### config.mk
export PLATFORM = sky130hd
export DESIGN_NAME = adler32_checked_frame_receiver_core
export DESIGN_NICKNAME = d
export VERILOG_FILES = /design/src/hdl/adlfr_pkg.sv /design/src/hdl/adler32_checked_frame_receiver_core.sv /design/src/hdl/adlfr_cfg_regs.sv /design/src/hdl/adlfr_adler_step.sv /design/src/hdl/adlfr_frame_ctrl.sv
export SDC_FILE = /design/constraint.sdc
export NUM_CORES = 1
export LEC_CHECK = 0
export BUFFER_PORTS_ARGS = -buffer_cell sky130_fd_sc_hd__buf_2
export CAP_MARGIN = 40
export CELL_PAD_IN_SITES_DETAIL_PLACEMENT = 1
export CELL_PAD_IN_SITES_GLOBAL_PLACEMENT = 1
export CORE_MARGIN = 4
export CORE_UTILIZATION = 25
export DETAILED_ROUTE_END_ITERATION = 7
export GPL_ROUTABILITY_DRIVEN = 0
export GPL_TIMING_DRIVEN = 0
export PLACE_DENSITY = 0.51
export SYNTH_ARGS = -nofsm -noshare
export SYNTH_HDL_FRONTEND = slang
export SYNTH_SLANG_ARGS = --single-unit
### constraint.sdc
create_clock -name aclk -period 9.4 [get_ports aclk]
set_clock_uncertainty 0.2 [all_clocks]
set_input_delay 1.88 -clock aclk [delete_from_list [all_inputs] [get_ports aclk]]
set_output_delay 1.88 -clock aclk [all_outputs]
set_load 0.05 [all_outputs]
### src/hdl/adlfr_pkg.sv
// ----------------------------------------------------------------------------
// adlfr_pkg
// Types and constants shared by the Adler-32 checked frame receiver.
// ----------------------------------------------------------------------------
package adlfr_pkg;

    localparam int unsigned CFG_LEN_W = 27;
    localparam int unsigned TAG_LEN_W = 4;
    localparam int unsigned TAG_VAL_W = 64;

    localparam logic [15:0] ADLER_MOD = 16'd65521;
    localparam logic [2:0]  SUM_BYTES = 3'd4;
    localparam logic [1:0]  LAST_FIELD_BYTE = 2'd3;

    localparam logic [CFG_LEN_W-1:0] MIN_LENGTH_RST = 27'd4;
    localparam logic [CFG_LEN_W-1:0] MAX_LENGTH_RST = 27'd67108864;

    typedef enum logic [1:0] {
        PH_LEN  = 2'd0,
        PH_BODY = 2'd1,
        PH_SUM  = 2'd2,
        PH_LOCK = 2'd3
    } phase_t;

    typedef enum logic [1:0] {
        ST_OK       = 2'd0,
        ST_BAD_LEN  = 2'd1,
        ST_BAD_SUM  = 2'd2,
        ST_BAD_TYPE = 2'd3
    } status_t;

    typedef enum logic [1:0] {
        CFG_MIN_LENGTH = 2'd0,
        CFG_MAX_LENGTH = 2'd1,
        CFG_TAG_LENGTH = 2'd2,
        CFG_TAG_VALUE  = 2'd3
    } cfg_index_t;

    localparam logic KIND_PAYLOAD = 1'b0;
    localparam logic KIND_STATUS  = 1'b1;

    typedef struct packed {
        logic [CFG_LEN_W-1:0] min_length;
        logic [CFG_LEN_W-1:0] max_length;
        logic [TAG_LEN_W-1:0] tag_length;
        logic [TAG_VAL_W-1:0] tag_value;
    } cfg_t;

    typedef struct packed {
        logic       valid;
        logic       kind;
        logic [7:0] payload_byte;
        status_t    status;
    } result_t;

endpackage

### src/hdl/adler32_checked_frame_receiver_core.sv
// Path from input beat to result beat: input register, then result register.
// Throughput: one byte per cycle unless a waiting result holds the stages; the Adler-32 update
// and frame checks sit between the input register and the result register.
// A waiting result holds both stages; a byte is taken then only into an empty input register.
// Reset: synchronous, active-low aresetn clears framing state and restores register defaults.
// ----------------------------------------------------------------------------
// adler32_checked_frame_receiver_core
// Length-prefixed frame receiver with Adler-32 check, top level.
// ----------------------------------------------------------------------------
module adler32_checked_frame_receiver_core #(
    parameter int unsigned MAX_TAG_BYTES = 8,
    parameter int unsigned LENGTH_BITS   = 27
) (
    input  logic        aclk,
    input  logic        aresetn,
    input  logic        s_axis_tvalid,
    output logic        s_axis_tready,
    input  logic [7:0]  s_axis_tdata,   // [7:0] data_byte
    input  logic        s_axis_tuser,   // [0] new_connection
    output logic        m_axis_tvalid,
    input  logic        m_axis_tready,
    output logic [15:0] m_axis_tdata,   // [7:0] payload_byte, [9:8] status, [15:10] zero
    output logic        m_axis_tuser,   // [0] kind
    input  logic        cfg_valid,
    output logic        cfg_ready,
    input  logic [1:0]  cfg_index,
    input  logic [63:0] cfg_data
);
    import adlfr_pkg::*;

    cfg_t        cfg;
    result_t     result;

    logic        in_valid_reg;
    logic [7:0]  in_byte_reg;
    logic        in_newconn_reg;
    logic        out_valid_reg;
    logic        out_kind_reg;
    logic [7:0]  out_byte_reg;
    status_t     out_status_reg;
    logic        advance;
    logic        step;

    adlfr_cfg_regs u_cfg (
        .aclk      (aclk),
        .aresetn   (aresetn),
        .cfg_valid (cfg_valid),
        .cfg_ready (cfg_ready),
        .cfg_index (cfg_index),
        .cfg_data  (cfg_data),
        .cfg       (cfg)
    );

    adlfr_frame_ctrl #(
        .MAX_TAG_BYTES (MAX_TAG_BYTES),
        .LENGTH_BITS   (LENGTH_BITS)
    ) u_ctrl (
        .aclk           (aclk),
        .aresetn        (aresetn),
        .step           (step),
        .data_byte      (in_byte_reg),
        .new_connection (in_newconn_reg),
        .cfg            (cfg),
        .result         (result)
    );

    assign advance       = !out_valid_reg || m_axis_tready;
    assign step          = in_valid_reg && advance;
    assign s_axis_tready = !in_valid_reg || advance;

    assign m_axis_tvalid = out_valid_reg;
    assign m_axis_tuser  = out_kind_reg;
    assign m_axis_tdata  = {6'd0, out_status_reg, out_byte_reg};

    always_ff @(posedge aclk) begin
        if (!aresetn) begin
            in_valid_reg <= 1'b0;
        end else if (s_axis_tready) begin
            in_valid_reg <= s_axis_tvalid;
        end
    end

    always_ff @(posedge aclk) begin
        if (s_axis_tready && s_axis_tvalid) begin
            in_byte_reg    <= s_axis_tdata;
            in_newconn_reg <= s_axis_tuser;
        end
    end

    always_ff @(posedge aclk) begin
        if (!aresetn) begin
            out_valid_reg <= 1'b0;
        end else if (advance) begin
            out_valid_reg <= step && result.valid;
        end
    end

    always_ff @(posedge aclk) begin
        if (step && result.valid) begin
            out_kind_reg   <= result.kind;
            out_byte_reg   <= result.payload_byte;
            out_status_reg <= result.status;
        end
    end

endmodule

### src/hdl/adlfr_cfg_regs.sv
// ----------------------------------------------------------------------------
// adlfr_cfg_regs
// Configuration register file: bounds, tag length and expected tag.
// ----------------------------------------------------------------------------
module adlfr_cfg_regs (
    input  logic                   aclk,
    input  logic                   aresetn,
    input  logic                   cfg_valid,
    output logic                   cfg_ready,
    input  logic [1:0]             cfg_index,
    input  logic [63:0]            cfg_data,
    output adlfr_pkg::cfg_t        cfg
);
    import adlfr_pkg::*;

    cfg_t cfg_reg;
    cfg_t cfg_next;

    assign cfg_ready = 1'b1;
    assign cfg       = cfg_reg;

    always_comb begin
        cfg_next = cfg_reg;
        if (cfg_valid) begin
            case (cfg_index_t'(cfg_index))
                CFG_MIN_LENGTH: cfg_next.min_length = cfg_data[CFG_LEN_W-1:0];
                CFG_MAX_LENGTH: cfg_next.max_length = cfg_data[CFG_LEN_W-1:0];
                CFG_TAG_LENGTH: cfg_next.tag_length = cfg_data[TAG_LEN_W-1:0];
                CFG_TAG_VALUE:  cfg_next.tag_value  = cfg_data[TAG_VAL_W-1:0];
                default:        cfg_next = cfg_reg;
            endcase
        end
    end

    always_ff @(posedge aclk) begin
        if (!aresetn) begin
            cfg_reg.min_length <= MIN_LENGTH_RST;
            cfg_reg.max_length <= MAX_LENGTH_RST;
            cfg_reg.tag_length <= '0;
            cfg_reg.tag_value  <= '0;
        end else begin
            cfg_reg <= cfg_next;
        end
    end

endmodule

### src/hdl/adlfr_adler_step.sv
// ----------------------------------------------------------------------------
// adlfr_adler_step
// One-byte Adler-32 update using conditional subtracts of the modulus.
// ----------------------------------------------------------------------------
module adlfr_adler_step (
    input  logic [15:0] low_in,
    input  logic [15:0] high_in,
    input  logic [7:0]  data_byte,
    output logic [15:0] low_out,
    output logic [15:0] high_out
);
    import adlfr_pkg::*;

    logic [16:0] low_sum;
    logic [16:0] high_sum;

    always_comb begin
        low_sum = {1'b0, low_in} + {9'd0, data_byte};
        if (low_sum >= {1'b0, ADLER_MOD}) begin
            low_sum = low_sum - {1'b0, ADLER_MOD};
        end
        low_out = low_sum[15:0];

        high_sum = {1'b0, high_in} + {1'b0, low_out};
        if (high_sum >= {1'b0, ADLER_MOD}) begin
            high_sum = high_sum - {1'b0, ADLER_MOD};
        end
        high_out = high_sum[15:0];
    end

endmodule

### src/hdl/adlfr_frame_ctrl.sv
// ----------------------------------------------------------------------------
// adlfr_frame_ctrl
// Framing state machine: length check, Adler-32, tag compare, status.
// ----------------------------------------------------------------------------
module adlfr_frame_ctrl #(
    parameter int unsigned MAX_TAG_BYTES = 8,
    parameter int unsigned LENGTH_BITS   = 27
) (
    input  logic                aclk,
    input  logic                aresetn,
    input  logic                step,
    input  logic [7:0]          data_byte,
    input  logic                new_connection,
    input  adlfr_pkg::cfg_t     cfg,
    output adlfr_pkg::result_t  result
);
    import adlfr_pkg::*;

    localparam logic [TAG_LEN_W-1:0] TAG_SAT = TAG_LEN_W'(MAX_TAG_BYTES);

    phase_t                 phase_reg, phase_next, phase_cur;
    logic [31:0]            lshift_reg, lshift_next, lshift_cur;
    logic [LENGTH_BITS-1:0] blen_reg, blen_next, blen_cur;
    logic [LENGTH_BITS-1:0] count_reg, count_next, count_cur;
    logic [15:0]            alow_reg, alow_next, alow_cur;
    logic [15:0]            ahigh_reg, ahigh_next, ahigh_cur;
    logic [31:0]            rsum_reg, rsum_next, rsum_cur;
    logic                   tagok_reg, tagok_next, tagok_cur;

    logic [15:0]            alow_upd;
    logic [15:0]            ahigh_upd;
    logic [TAG_LEN_W-1:0]   tag_bytes;
    logic [31:0]            len_word;
    logic                   len_bad;
    logic [LENGTH_BITS-1:0] count_inc;
    logic [TAG_LEN_W-1:0]   tag_pos;
    logic [2:0]             tag_idx;
    logic [7:0]             tag_want;
    status_t                code;

    adlfr_adler_step u_adler (
        .low_in    (alow_cur),
        .high_in   (ahigh_cur),
        .data_byte (data_byte),
        .low_out   (alow_upd),
        .high_out  (ahigh_upd)
    );

    assign tag_bytes = (cfg.tag_length > TAG_SAT) ? TAG_SAT : cfg.tag_length;

    always_comb begin
        // new connection drops any partial frame
        if (new_connection) begin
            phase_cur  = PH_LEN;
            lshift_cur = '0;
            blen_cur   = '0;
            count_cur  = '0;
            alow_cur   = 16'd1;
            ahigh_cur  = '0;
            rsum_cur   = '0;
            tagok_cur  = 1'b1;
        end else begin
            phase_cur  = phase_reg;
            lshift_cur = lshift_reg;
            blen_cur   = blen_reg;
            count_cur  = count_reg;
            alow_cur   = alow_reg;
            ahigh_cur  = ahigh_reg;
            rsum_cur   = rsum_reg;
            tagok_cur  = tagok_reg;
        end

        len_word  = {lshift_cur[23:0], data_byte};
        count_inc = count_cur + LENGTH_BITS'(1);
        len_bad   = ((len_word >> LENGTH_BITS) != 32'd0)
                 || (len_word < {5'd0, cfg.min_length})
                 || (len_word > {5'd0, cfg.max_length})
                 || (len_word < ({28'd0, tag_bytes} + {29'd0, SUM_BYTES}));

        tag_pos  = tag_bytes - TAG_LEN_W'(1) - count_cur[TAG_LEN_W-1:0];
        tag_idx  = tag_pos[2:0];
        tag_want = cfg.tag_value[{tag_idx, 3'b000} +: 8];

        if ({rsum_cur[23:0], data_byte} != {ahigh_cur, alow_cur}) begin
            code = ST_BAD_SUM;
        end else if (!tagok_cur) begin
            code = ST_BAD_TYPE;
        end else begin
            code = ST_OK;
        end

        phase_next  = phase_cur;
        lshift_next = lshift_cur;
        blen_next   = blen_cur;
        count_next  = count_cur;
        alow_next   = alow_cur;
        ahigh_next  = ahigh_cur;
        rsum_next   = rsum_cur;
        tagok_next  = tagok_cur;

        result.valid        = 1'b0;
        result.kind         = KIND_PAYLOAD;
        result.payload_byte = '0;
        result.status       = ST_OK;

        case (phase_cur)
            PH_LEN: begin
                lshift_next = len_word;
                count_next  = count_inc;
                if (count_cur[1:0] == LAST_FIELD_BYTE) begin
                    count_next = '0;
                    if (len_bad) begin
                        phase_next    = PH_LOCK;
                        result.valid  = 1'b1;
                        result.kind   = KIND_STATUS;
                        result.status = ST_BAD_LEN;
                    end else begin
                        blen_next  = len_word[LENGTH_BITS-1:0];
                        phase_next = (len_word == {29'd0, SUM_BYTES}) ? PH_SUM : PH_BODY;
                    end
                end
            end
            PH_BODY: begin
                alow_next  = alow_upd;
                ahigh_next = ahigh_upd;
                if (count_cur < {{(LENGTH_BITS-TAG_LEN_W){1'b0}}, tag_bytes}) begin
                    if (tag_want != data_byte) begin
                        tagok_next = 1'b0;
                    end
                end else begin
                    result.valid        = 1'b1;
                    result.kind         = KIND_PAYLOAD;
                    result.payload_byte = data_byte;
                end
                count_next = count_inc;
                if (count_inc >= blen_cur - LENGTH_BITS'(SUM_BYTES)) begin
                    phase_next = PH_SUM;
                    count_next = '0;
                end
            end
            PH_SUM: begin
                rsum_next  = {rsum_cur[23:0], data_byte};
                count_next = count_inc;
                if (count_cur[1:0] == LAST_FIELD_BYTE) begin
                    result.valid  = 1'b1;
                    result.kind   = KIND_STATUS;
                    result.status = code;
                    phase_next    = (code == ST_OK) ? PH_LEN : PH_LOCK;
                    lshift_next   = '0;
                    blen_next     = '0;
                    count_next    = '0;
                    alow_next     = 16'd1;
                    ahigh_next    = '0;
                    rsum_next     = '0;
                    tagok_next    = 1'b1;
                end
            end
            PH_LOCK: begin
                phase_next = PH_LOCK;
            end
            default: begin
                phase_next = PH_LOCK;
            end
        endcase

        if (!step) begin
            result.valid = 1'b0;
        end
    end

    always_ff @(posedge aclk) begin
        if (!aresetn) begin
            phase_reg  <= PH_LEN;
            lshift_reg <= '0;
            blen_reg   <= '0;
            count_reg  <= '0;
            alow_reg   <= 16'd1;
            ahigh_reg  <= '0;
            rsum_reg   <= '0;
            tagok_reg  <= 1'b1;
        end else if (step) begin
            phase_reg  <= phase_next;
            lshift_reg <= lshift_next;
            blen_reg   <= blen_next;
            count_reg  <= count_next;
            alow_reg   <= alow_next;
            ahigh_reg  <= ahigh_next;
            rsum_reg   <= rsum_next;
            tagok_reg  <= tagok_next;
        end
    end

endmodule
# Word level (Yosys, flattened, before mapping)
# Index checks and enable logic that the tools add are counted.
[totals]
reg_bits = 289
latch_bits = 0
mem_bits_rw = 0
romBits = 0
in_bits = 80
out_inout_bits = 20
mem_count = 0
[classes]
n_addsub = 9
n_mul = 0
div = 0
order_cmp = 8
eq_ne = 10
shifts = 1
mux = 49
bitwise = 1
reduce_logical = 20
[op_table]
columns = ["operator", "n"]
rows = [
  ["2-to-1 mux 27 bit", 7],
  ["one-hot mux 27 bit (2 select lines)", 2],
  ["2-to-1 mux 16 bit", 6],
  ["2-to-1 mux 24 bit", 3],
  ["2-to-1 mux 32 bit", 2],
  ["one-hot mux 16 bit (2 select lines)", 2],
  ["one-hot mux 32 bit (2 select lines)", 1],
  ["variable part select 64 x 7 -> 8 bit", 1],
  [">= comparator 17 x 16 -> 1 bit (second input constant)", 2],
  ["== test 32 x 3 -> 1 bit (second input constant)", 1],
  ["> comparator 32 x 27 -> 1 bit", 1],
  ["less-than comparator 32 x 27 -> 1 bit", 1],
  ["less-than comparator 32 bit", 1],
  ["inequality test 32 bit", 1],
  ["nonzero test 32 bit", 1],
  ["subtractor 16 bit (second input constant)", 2],
  ["2-to-1 mux 2 bit", 14],
  ["adder 27 x 1 -> 27 bit (second input constant)", 1],
  [">= comparator 27 bit", 1],
  ["less-than comparator 27 x 4 -> 1 bit", 1],
  ["subtractor 27 x 3 -> 27 bit (second input constant)", 1],
  ["adder 16 x 16 -> 17 bit", 1],
  ["adder 16 x 8 -> 17 bit", 1],
  ["== test 2 bit (second input constant)", 5],
  ["20 further kinds", 39],
]

# Longest topological paths before layout
# Gate-level depths: netlist (run 1).
[depth]
word_depth = 10
depth_mapped = 33
mapped_depth_nobuf = 25

# Cells and area by module
# From an unflattened synthesis (run 1), not the netlist that was laid out.
[hier_totals]
hier_cells = 2080
hier_area_um2 = 18107.4
[by_module_without_submodules]
columns = ["module", "instances", "cells_each", "area_per_inst_um2"]
rows = [
  ["adlfr_frame_ctrl", 1, 1272, 10481.3],
  ["adlfr_cfg_regs", 1, 472, 4679.5],
  ["adlfr_adler_step", 1, 296, 2184.6],
  ["adler32_checked_frame_receiver_core", 1, 40, 762.0],
]

# Worst setup path before layout (run 1)
# OpenSTA, ideal clock, no wires.
[synth_timing]
path_type = "reg2reg"
startpoint = "register in_newconn_reg"
endpoint = "register u_ctrl.ahigh_reg[12]"
setup_ns = 0.062
t_arrival_ns = 7.363
setup_slack_ns = 1.775
path_stages_with_launch = 33
period_less_slack_ns = 7.625
cell_sequence = "edfxtp_1 -> buf_4 -> buf_6 -> buf_2 -> clkbuf_1 -> buf_1 -> or2_2 -> ha_1 -> ha_1 -> nand3_2 -> a2111oi_4 -> o221ai_4 -> a21oi_1 -> mux2_2 -> or4_4 -> o41ai_4 -> buf_6 -> nor2_1 -> a21oi_1 -> inv_1 -> ha_1 -> a21o_1 -> a21o_1 -> a22o_1 -> or2_2 -> clkbuf_1 -> xor2_1 -> and4_2 -> nand4b_4 -> o31a_1 -> buf_2 -> or4_1 -> nand3_1"
[synth_via]
elab_chain_len = 8
word_cells_on_any_way = 17
cone_classes = "4 x add/sub; 2 x order compare; 3 x eq/ne; 8 x mux"
[synth_lines]
columns = ["element", "line", "rtl"]
rows = [
  ["start, declared", "adler32_checked_frame_receiver_core.sv:36", "logic in_newconn_reg;"],
  ["start signal, assigned", "adler32_checked_frame_receiver_core.sv:86", "in_newconn_reg <= s_axis_tuser;"],
  ["2-to-1 mux 16 bit", "adlfr_frame_ctrl.sv:53", "if (new_connection) begin"],
  ["adder 16 x 8 -> 17 bit", "adlfr_adler_step.sv:18", "low_sum = {1'b0, low_in} + {9'd0, data_byte};"],
  ["subtractor 16 bit or >= comparator 17 x 16 -> 1 bit (tied branches)", "adlfr_adler_step.sv:20, adlfr_adler_step.sv:19", ""],
  ["2-to-1 mux 16 bit", "adlfr_adler_step.sv:19", "if (low_sum >= {1'b0, ADLER_MOD}) begin"],
  ["adder 16 x 16 -> 17 bit", "adlfr_adler_step.sv:24", "high_sum = {1'b0, high_in} + {1'b0, low_out};"],
  ["subtractor 16 bit or >= comparator 17 x 16 -> 1 bit (tied branches)", "adlfr_adler_step.sv:26, adlfr_adler_step.sv:25", ""],
  ["2-to-1 mux 16 bit", "adlfr_adler_step.sv:25", "if (high_sum >= {1'b0, ADLER_MOD}) begin"],
  ["one-hot mux 16 bit (2 select lines) *", "adlfr_frame_ctrl.sv:106", "case (phase_cur)"],
  ["end signal, assigned", "adlfr_frame_ctrl.sv:187", "ahigh_reg <= ahigh_next;"],
  ["end, declared", "adlfr_frame_ctrl.sv:26", "logic [15:0] ahigh_reg, ahigh_next, ahigh_cur;"],
]
# Mark *: on every way between the ends. The rest lies on a longest branch, timed or not.
# A chain may end at the register's enable or synchronous reset.

# Final worst setup path (run 1)
# Ends and elaborated chain as after synthesis.

==> metrics list, run 1 <==
* Run status: finished, final reports clean
* Max FFs per register: around 120
- Of the synthesized area, sequential elements account for 0.333.
- The die covers approximately 0.074 mm².
- The first detailed-routing pass took 5 iterations.
- The min-delay analysis places its worst path in the category flop to flop.
- Gr ovfl total: 0
- In this run the worst path has a maximum fanout of 11.
- After detailed routing, the average wire length per cell comes to 21.8 µm.
- Total Routed Length: 72,100 µm
- R2R setup slack: 660 ps
- Ys flop type: dfxtp_1
- Port Buf Inserts: 89
- Fill cells in the final layout number 8,323.
- # diodes: 0
- Via Count: 16,600
* Iteration-0 DRC count of the detailed router: roughly 810
* Num rows: 96
- In the finished design, the share of the clock period the worst path needs comes to 0.930.
- Worst setup slack before clock tree synthesis: -745 ps
* Number of distinct standard cells referenced by the synthesized netlist: 99
- Synthesis inferred 281 register bits.
* Achievable clock frequency: 0.114 GHz
- Sequential cell area: between 0.005 and 0.006 mm²
- Worst reg2reg path startpoint: in_newconn_reg$_DFFE_PP_
* Cts bufs inserted: 37
* Async set-or-reset flop fraction in the synthesized netlist: 0
* Number of vias per cell after detailed routing: 5.04
* Required time reported for the critical path endpoint: 9710 ps
- Cell with the most instances on the worst path: ha_1
- The worst register-to-register path ends at u_ctrl.ahigh_reg[12]$_SDFFE_PN0P_.
* Max-slew violations: 0
* Clock power share: 0.487
* Yosys top cell area share: 0.298
- Final count of hold timing violations: 0
- Synth area leader: dfxtp_1
* Number of buffers between clock root and the deepest sink: 3
- The fraction of the mapped netlist area in compound gates is 0.209.
* Internal portion of total power: 2280 µW
- Antenna violations before repair: 4
* Seq pwr share: 0.396
* Most frequent cell after synthesis: nand2_1
- Fraction of power spent switching nets: 0.280
- Xor and xnor area share after synthesis: 0.0405
- The analysis attributes to net switching a power of 886 µW.
- During synthesis, Yosys emitted a total of 0 warnings.
- Top post-synthesis cells by count: 368 x nand2_1, 261 x dfxtp_1, 195 x a21oi_1, 180 x nor2_1, 120 x ha_1
- Root cell of the clock tree: clkbuf_16
- Summed over all nets, the half-perimeter wirelength after detailed placement is 57,900 µm.
- The core region is 0.0691 mm².
- Maximum Capacitance Violations: 0
- GRT Overall Usage: 0.191
- Final cell count without fillers: roughly 3,300
- Clock tree from TritonCTS: done
- Pin count of the biggest net entering global routing: 20
- Cell depth of the worst hold path: 2
* Proportion of power drawn by combinational gates: 0.117
- By area the synthesized netlist is led by dfxtp_1 30%, ha_1 8.6%, nand2_1 7.9%, a21oi_1 5.6%, nor2_1 3.9%.
* Cell area after synthesis: around 0.018 mm²
* # placed instances: 3,239
- Area used by multi-input combinational logic: 0.0108 mm²
* Number of remaining DRC errors: 0
- Mux contribution to synthesized area: 0.0304
- I/O Pins: 100
- The number of global-route vias before repair is 17,700.
- On the critical path, the stage with the largest delay is an instance of or4_1.
* Adder and majority cell fraction of the synthesized area: 0.0880
* Number of H-tree levels: 2
* Endpoint, Worst Hold: u_cfg.cfg[36]$_SDFFE_PN0P_
* Synth Area in Simple Gates: 0.245
- Clock-pin slew on the worst setup and hold paths: 70 ps
- Once routing completed, OpenROAD measured the worst setup slack at about 660 ps.
- Arrival time of the worst setup path: 9050 ps
- Subtracting the final worst setup slack from the clock period gives ~8700 ps.
- Starting utilization of the core area: 0.254
- The die is approximately 270 µm tall.
- Number of synthesized flops with an enable pin: 20
- The worst hold path begins at u_cfg.cfg[36]$_SDFFE_PN0P_.
- Remaining antenna violation count: 0
- The worst register-to-register path has a depth of 33.
- The first global-routing pass estimated 110,000 µm of wire.
* Later-pin clock latency in the skew report: approximately 570 ps
- Category of the most critical setup path: flop to flop
- Compared with the post-synthesis result, the final layout area differs by 17.9%.
* Syn Inst Count: 2,197
* Unrepaired setup endpoints after global routing: false
- Power density over cell area: 153 mW/mm²
- Number of clock sinks seen by CTS: around 280
- After clock tree synthesis, the flow added hold-fix buffers numbering 0.
* Stage delay of the slowest cell on the critical path: 490 ps
- In this run the horizontal extent of the chip is 273 µm.
- Worst slew slack as a fraction of its limit: 0.443
- At the pin with the least slew margin, the transition time is 836 ps.
- The worst setup path is launched from a flop.
- Endpoints failing setup: 0
- For this design the static power due to leakage is around 0.0082 µW.
- Largest family of logic cells by synthesized area: simple AND/OR/NAND/NOR gates
- Sum of internal, switching and leakage power: about 3200 µW
* End-of-flow core utilization: 0.299
- In this run the mean area of a mapped cell was 7.97 µm².
* Number of nets at the end of the flow: 2,549
* Setup Total Neg Slack: 0 ps
* Ratio of cells with drive above 1 in the final layout: 0.111
- Max rail drop VDD: 0.0970 mV
- The worst setup path is captured at a flop.
==> power by group through the flow <==
stage	Combinational, µW	Clock, µW	Sequential [µW]
after detailed placement	371	0	1280
final	369	1540	1250
after floorplan	221	0	1270
after CTS	372	1580	1250
after global routing	408	1620	1260
after global placement	357	0	1280
==> layout by cell type (no fill, tap or decap), types with 56 or more instances in the layout <==
master / instances
buf_2: 108
ha_1: 120
dfxtp_1: 261
nand3_1: 56
o21ai_0: 58
a22oi_1: 67
nand2_1: 368
inv_1: 99
nor2_1: 179
nor2b_1: 63
clkbuf_1: 91
a21oi_1: 194
==> cell families after synthesis <==
group                    Yosys count
AO/OA/AOI/OAI                    546
XOR/XNOR                          81
adder cells (fa/ha/maj)          122
buffers and inverters            232
flip-flops                       281
multiplexers                      33
other                              2
AND/OR/NAND/NOR                  900
==> cell type report <==
type	instances	share of cell area
timing repair buffer	107	0.0297
inverter	101	0.0184
tap	931	0.0564
multi-input combinational	1690	0.523
clock buffer	48	0.0524
sequential	281	0.282
clock inverter	19	0.0108
buffer	129	0.0273
==> routing by layer <==
layer	global-route usage	part of all wire	vias up
met3	0.0265	0.034	80
met1	0.258	0.47	8159
met5	0	0.00043	-
li1	-	-	8120
met2	0.323	0.47	286
met4	0.0481	0.022	4
==> stage by stage <==
stage | hold slack, ps | cell area [µm²]
2_1_floorplan | 225 | 17500
3_3_place_gp | 243 | 19100
3_5_place_dp | 245 | 19300
4_1_cts | 256 | 20600
5_1_grt | 270 | 20600
6_report | 252 | 20600
==> critical path, delay by kind of cell (launching register included) <==
| kind | cells | cell delay [ps] |
|---|---|---|
| simple gates | 8 | 2140 |
| mux | 1 | 410 |
| flops | 1 | 330 |
| xor+xnor | 1 | 210 |
| buf+inv | 10 | 2010 |
| fa+ha+maj | 3 | 770 |
| compound gates | 10 | 2570 |
==> how the worst max path moves through the flow <==
stage | from | to | slack, ps | cells after the start
6_report | in_newconn_reg$_DFFE_PP_ | u_ctrl.ahigh_reg[12]$_SDFFE_PN0P_ | 660 | 33
5_1_grt | in_newconn_reg$_DFFE_PP_ | u_ctrl.ahigh_reg[12]$_SDFFE_PN0P_ | 130 | 33
4_1_cts | in_newconn_reg$_DFFE_PP_ | u_ctrl.ahigh_reg[9]$_SDFFE_PN0P_ | 4 | 33
3_5_place_dp | in_newconn_reg$_DFFE_PP_ | u_ctrl.ahigh_reg[9]$_SDFFE_PN0P_ | -740 | 32
3_3_place_gp | in_newconn_reg$_DFFE_PP_ | u_ctrl.ahigh_reg[9]$_SDFFE_PN0P_ | -950 | 31
2_1_floorplan | in_newconn_reg$_DFFE_PP_ | u_ctrl.ahigh_reg[12]$_SDFFE_PN0P_ | 1770 | 32
==> timing repair <==
action | 4_1_cts | 5_1_grt
pin swaps | 1 | 2
setup endpoints to repair | 16 | 26
gates resized for setup | 3 | 8
cloned | 0 | 0
setup buffers | 0 | 2
Power figures use the tool's default switching activity.
==> run 2, diff against run 1 <==
--- a/config.mk
+++ b/config.mk
@@ -11,6 +11,7 @@
 export CELL_PAD_IN_SITES_GLOBAL_PLACEMENT = 1
 export CORE_MARGIN = 4
 export CORE_UTILIZATION = 25
+export CTS_BUF_LIST = sky130_fd_sc_hd__clkbuf_16
 export DETAILED_ROUTE_END_ITERATION = 7
 export GPL_ROUTABILITY_DRIVEN = 0
 export GPL_TIMING_DRIVEN = 0
==> run 2 against run 1 <==
Compared with the run above: register-to-register slack worse by 50 ps; utilization down 0.072 points; largest cell class unchanged; via count down 0.32%; maximum frequency down 0.59%; largest power group unchanged; combinational power about the same.
==> metrics list, run 2 (synthesized netlist as in run 1, its figures left out) <==
- The min-delay analysis places its worst path in the category flop to flop.
- Ratio of cells with drive above 1 in the final layout: 0.109 (-0.00211)
- Number of buffers between clock root and the deepest sink: 3 (unchanged)
- The post-route minimum period was 8790 ps (+51.5 ps).
- Final critical-path share of the clock period: 0.935 (+0.00548)
- Die Span X: 273 µm (unchanged)
- The initial core utilization came to 0.254 (unchanged).
- Number of remaining DRC errors: 0 (unchanged)
- Area of the die: 0.0744 mm² (unchanged)
- The total number of clock tree sinks came to 281 (unchanged).
- Setup Total Neg Slack: 0 ps (unchanged)
* Num rows: 96 (unchanged)
- Maximum Capacitance Violations: 0 (unchanged)
- The remaining global-route overflow is 0 (unchanged).
- Worst Tran Pin Value: 877 ps (+41.1 ps)
- Endpoints failing setup: 0 (unchanged)
- The tree is rooted in a clkbuf_16.
* Wire length of the first global-routing pass: 110,000 µm (about the same)
- Category of the most critical setup path: flop to flop
* End-of-flow core utilization: 0.298 (-0.000724)
- The die height was 273 µm (unchanged).
- Required time reported for the critical path endpoint: 9700 ps (about the same)
* Kind of start point of the critical path: flop
* Number of global-route vias before repair: 17,700 (+0.011%)
- The total clock buffers created by CTS came to 37 (unchanged).
- Leaving out fill and tap cells, the most frequent cell in the layout is nand2_1.
- The normalized max-slew margin is 0.410 (-0.0328).
- GRT Overall Usage: 0.191 (about the same)
* Later-pin clock latency in the skew report: 570 ps (about the same)
- Final count of hold timing violations: 0 (unchanged)
- The detail-routed via count per cell came to 5.02 (-0.32%).
* Lkg Pwr: 0.00823 µW (-0.19%)
* Most frequent cells in the layout: 368 x nand2_1, 261 x dfxtp_1, 194 x a21oi_1
- Port Buf Inserts: 89 (unchanged)
- The number of antenna diodes came to 0 (unchanged).
- The clock-pin slew of the registers on the worst-case setup and hold paths is 60 ps (about the same).
- The count of hold-fix buffers inserted at cts is 0 (unchanged).
- The count of pins on the block boundary came to 100 (unchanged).
- The number of levels in the clock H-tree is 2 (unchanged).
- Pin count of the biggest net entering global routing: 20 (unchanged)
- Unrepaired setup endpoints after global routing: false
- Post-detailed-route wirelength per cell: 21.8 µm (about the same)
* Sum of internal, switching and leakage power: 3120 µW (-1.4%)
- The final layout net count came to 2,549 (unchanged).
- Most used routing layer: met2
* Run status: finished, final reports clean
- Arrival time of the worst setup path: 9100 ps (+50 ps)
- Achievable clock frequency: 0.114 GHz (-0.59%)
- The initial antenna violation count came to 4 (unchanged).
* Endpoint type of the worst setup path: flop
* DRT Pass-1 Iters: 5 (unchanged)
- Iteration-0 DRC count of the detailed router: 863 (+6.8%)
- Max-slew violations: 0 (unchanged)
- The power per standard cell area was 151 mW/mm² (-1.2%).
- Slowest-stage cell, CP: or4_1
* Met1 layer usage reported by global route: 0.258 (about the same)
- The number of fillers in the final layout was 8,329 (+0.072%).
- Area overhead of the layout relative to synthesis: 17.6%
- The worst ir drop on vdd came to 0.0966 mV (-0.39%).
- The delay of the slowest cell on the worst path is 490 ps (about the same).
- HPWL after DPL: 57,900 µm (unchanged)
- Fraction of met3 tracks used by global routing: 0.0265 (unchanged)
* Remaining antenna violation count: 0 (unchanged)
* Post-Route Hold Slack: 252 ps (-0.630 ps)
- The peak fanout along the critical path came to 11 (unchanged).
- TritonCTS built the clock tree.
- The number of flip-flops under the largest register name was 122 (unchanged).
* Total Routed Length: 72,100 µm (about the same)
- Via Count: 16,600 (-0.32%)
- Core Region: 0.0691 mm² (unchanged)
* GR met2 Demand/Resource: 0.323 (about the same)
- Cell with the most instances on the worst path: ha_1
-- run 2: layout make-up --
cell class,count,area [µm²],share of cell area
buffer,129,564,0.0274
timing repair buffer,107,613,0.0298
inverter,101,379,0.0184
clock buffer,40,1000,0.0486
sequential,281,5830,0.283
tap,931,1160,0.0566
clock inverter,27,254,0.0123
multi-input combinational,1690,10800,0.524
-- run 2: power by group --
group	total (µW)	internal (µW)	switching (µW)
registers	1250	1230	25.2
clock network	1490	885	609
logic	369	118	250
-- run 2: worst paths after layout --
path	start	to	slack (ps)	cells past startpoint
worst max-delay path	in_newconn_reg$_DFFE_PP_	u_ctrl.ahigh_reg[12]$_SDFFE_PN0P_	610	31
worst min-delay path	u_cfg.cfg[36]$_SDFFE_PN0P_	u_cfg.cfg[36]$_SDFFE_PN0P_	250	2
worst max register to register	in_newconn_reg$_DFFE_PP_	u_ctrl.ahigh_reg[12]$_SDFFE_PN0P_	610	31
worst min register to register	u_cfg.cfg[36]$_SDFFE_PN0P_	u_cfg.cfg[36]$_SDFFE_PN0P_	250	2
-- run 2: layer usage --
metal  part of all wire  vias up
met5            0.00043        -
met4              0.022        4
met3              0.033       80
met2               0.47      256
met1               0.47     8133
li1                   -     8122
-- run 2: worst max-delay path, delay by kind of cell (launching register included) --
kind / cells / cell delay, ps
AO/OA/AOI/OAI: 11 / 2910
AND/OR/NAND/NOR: 8 / 2250
buffers and inverters: 8 / 1780
adder cells (fa/ha/maj): 3 / 800
multiplexers: 1 / 410
flip-flops: 1 / 330
-- run 2: what timing repair did --
item,4_1_cts,5_1_grt
gates resized for setup,3,8
endpoints found under the setup margin,16,26
buffers inserted,0,2
pin swaps,1,2
-- run 2: through the flow --
stage	std cells	worst slack, ps	instance area, µm²
5_1_grt	3306	129	20600
3_5_place_dp	3239	-745	19300
6_report	3306	609	20600
2_1_floorplan	2203	1770	17500
4_1_cts	3305	4.09	20600
3_3_place_gp	3223	-949	19100
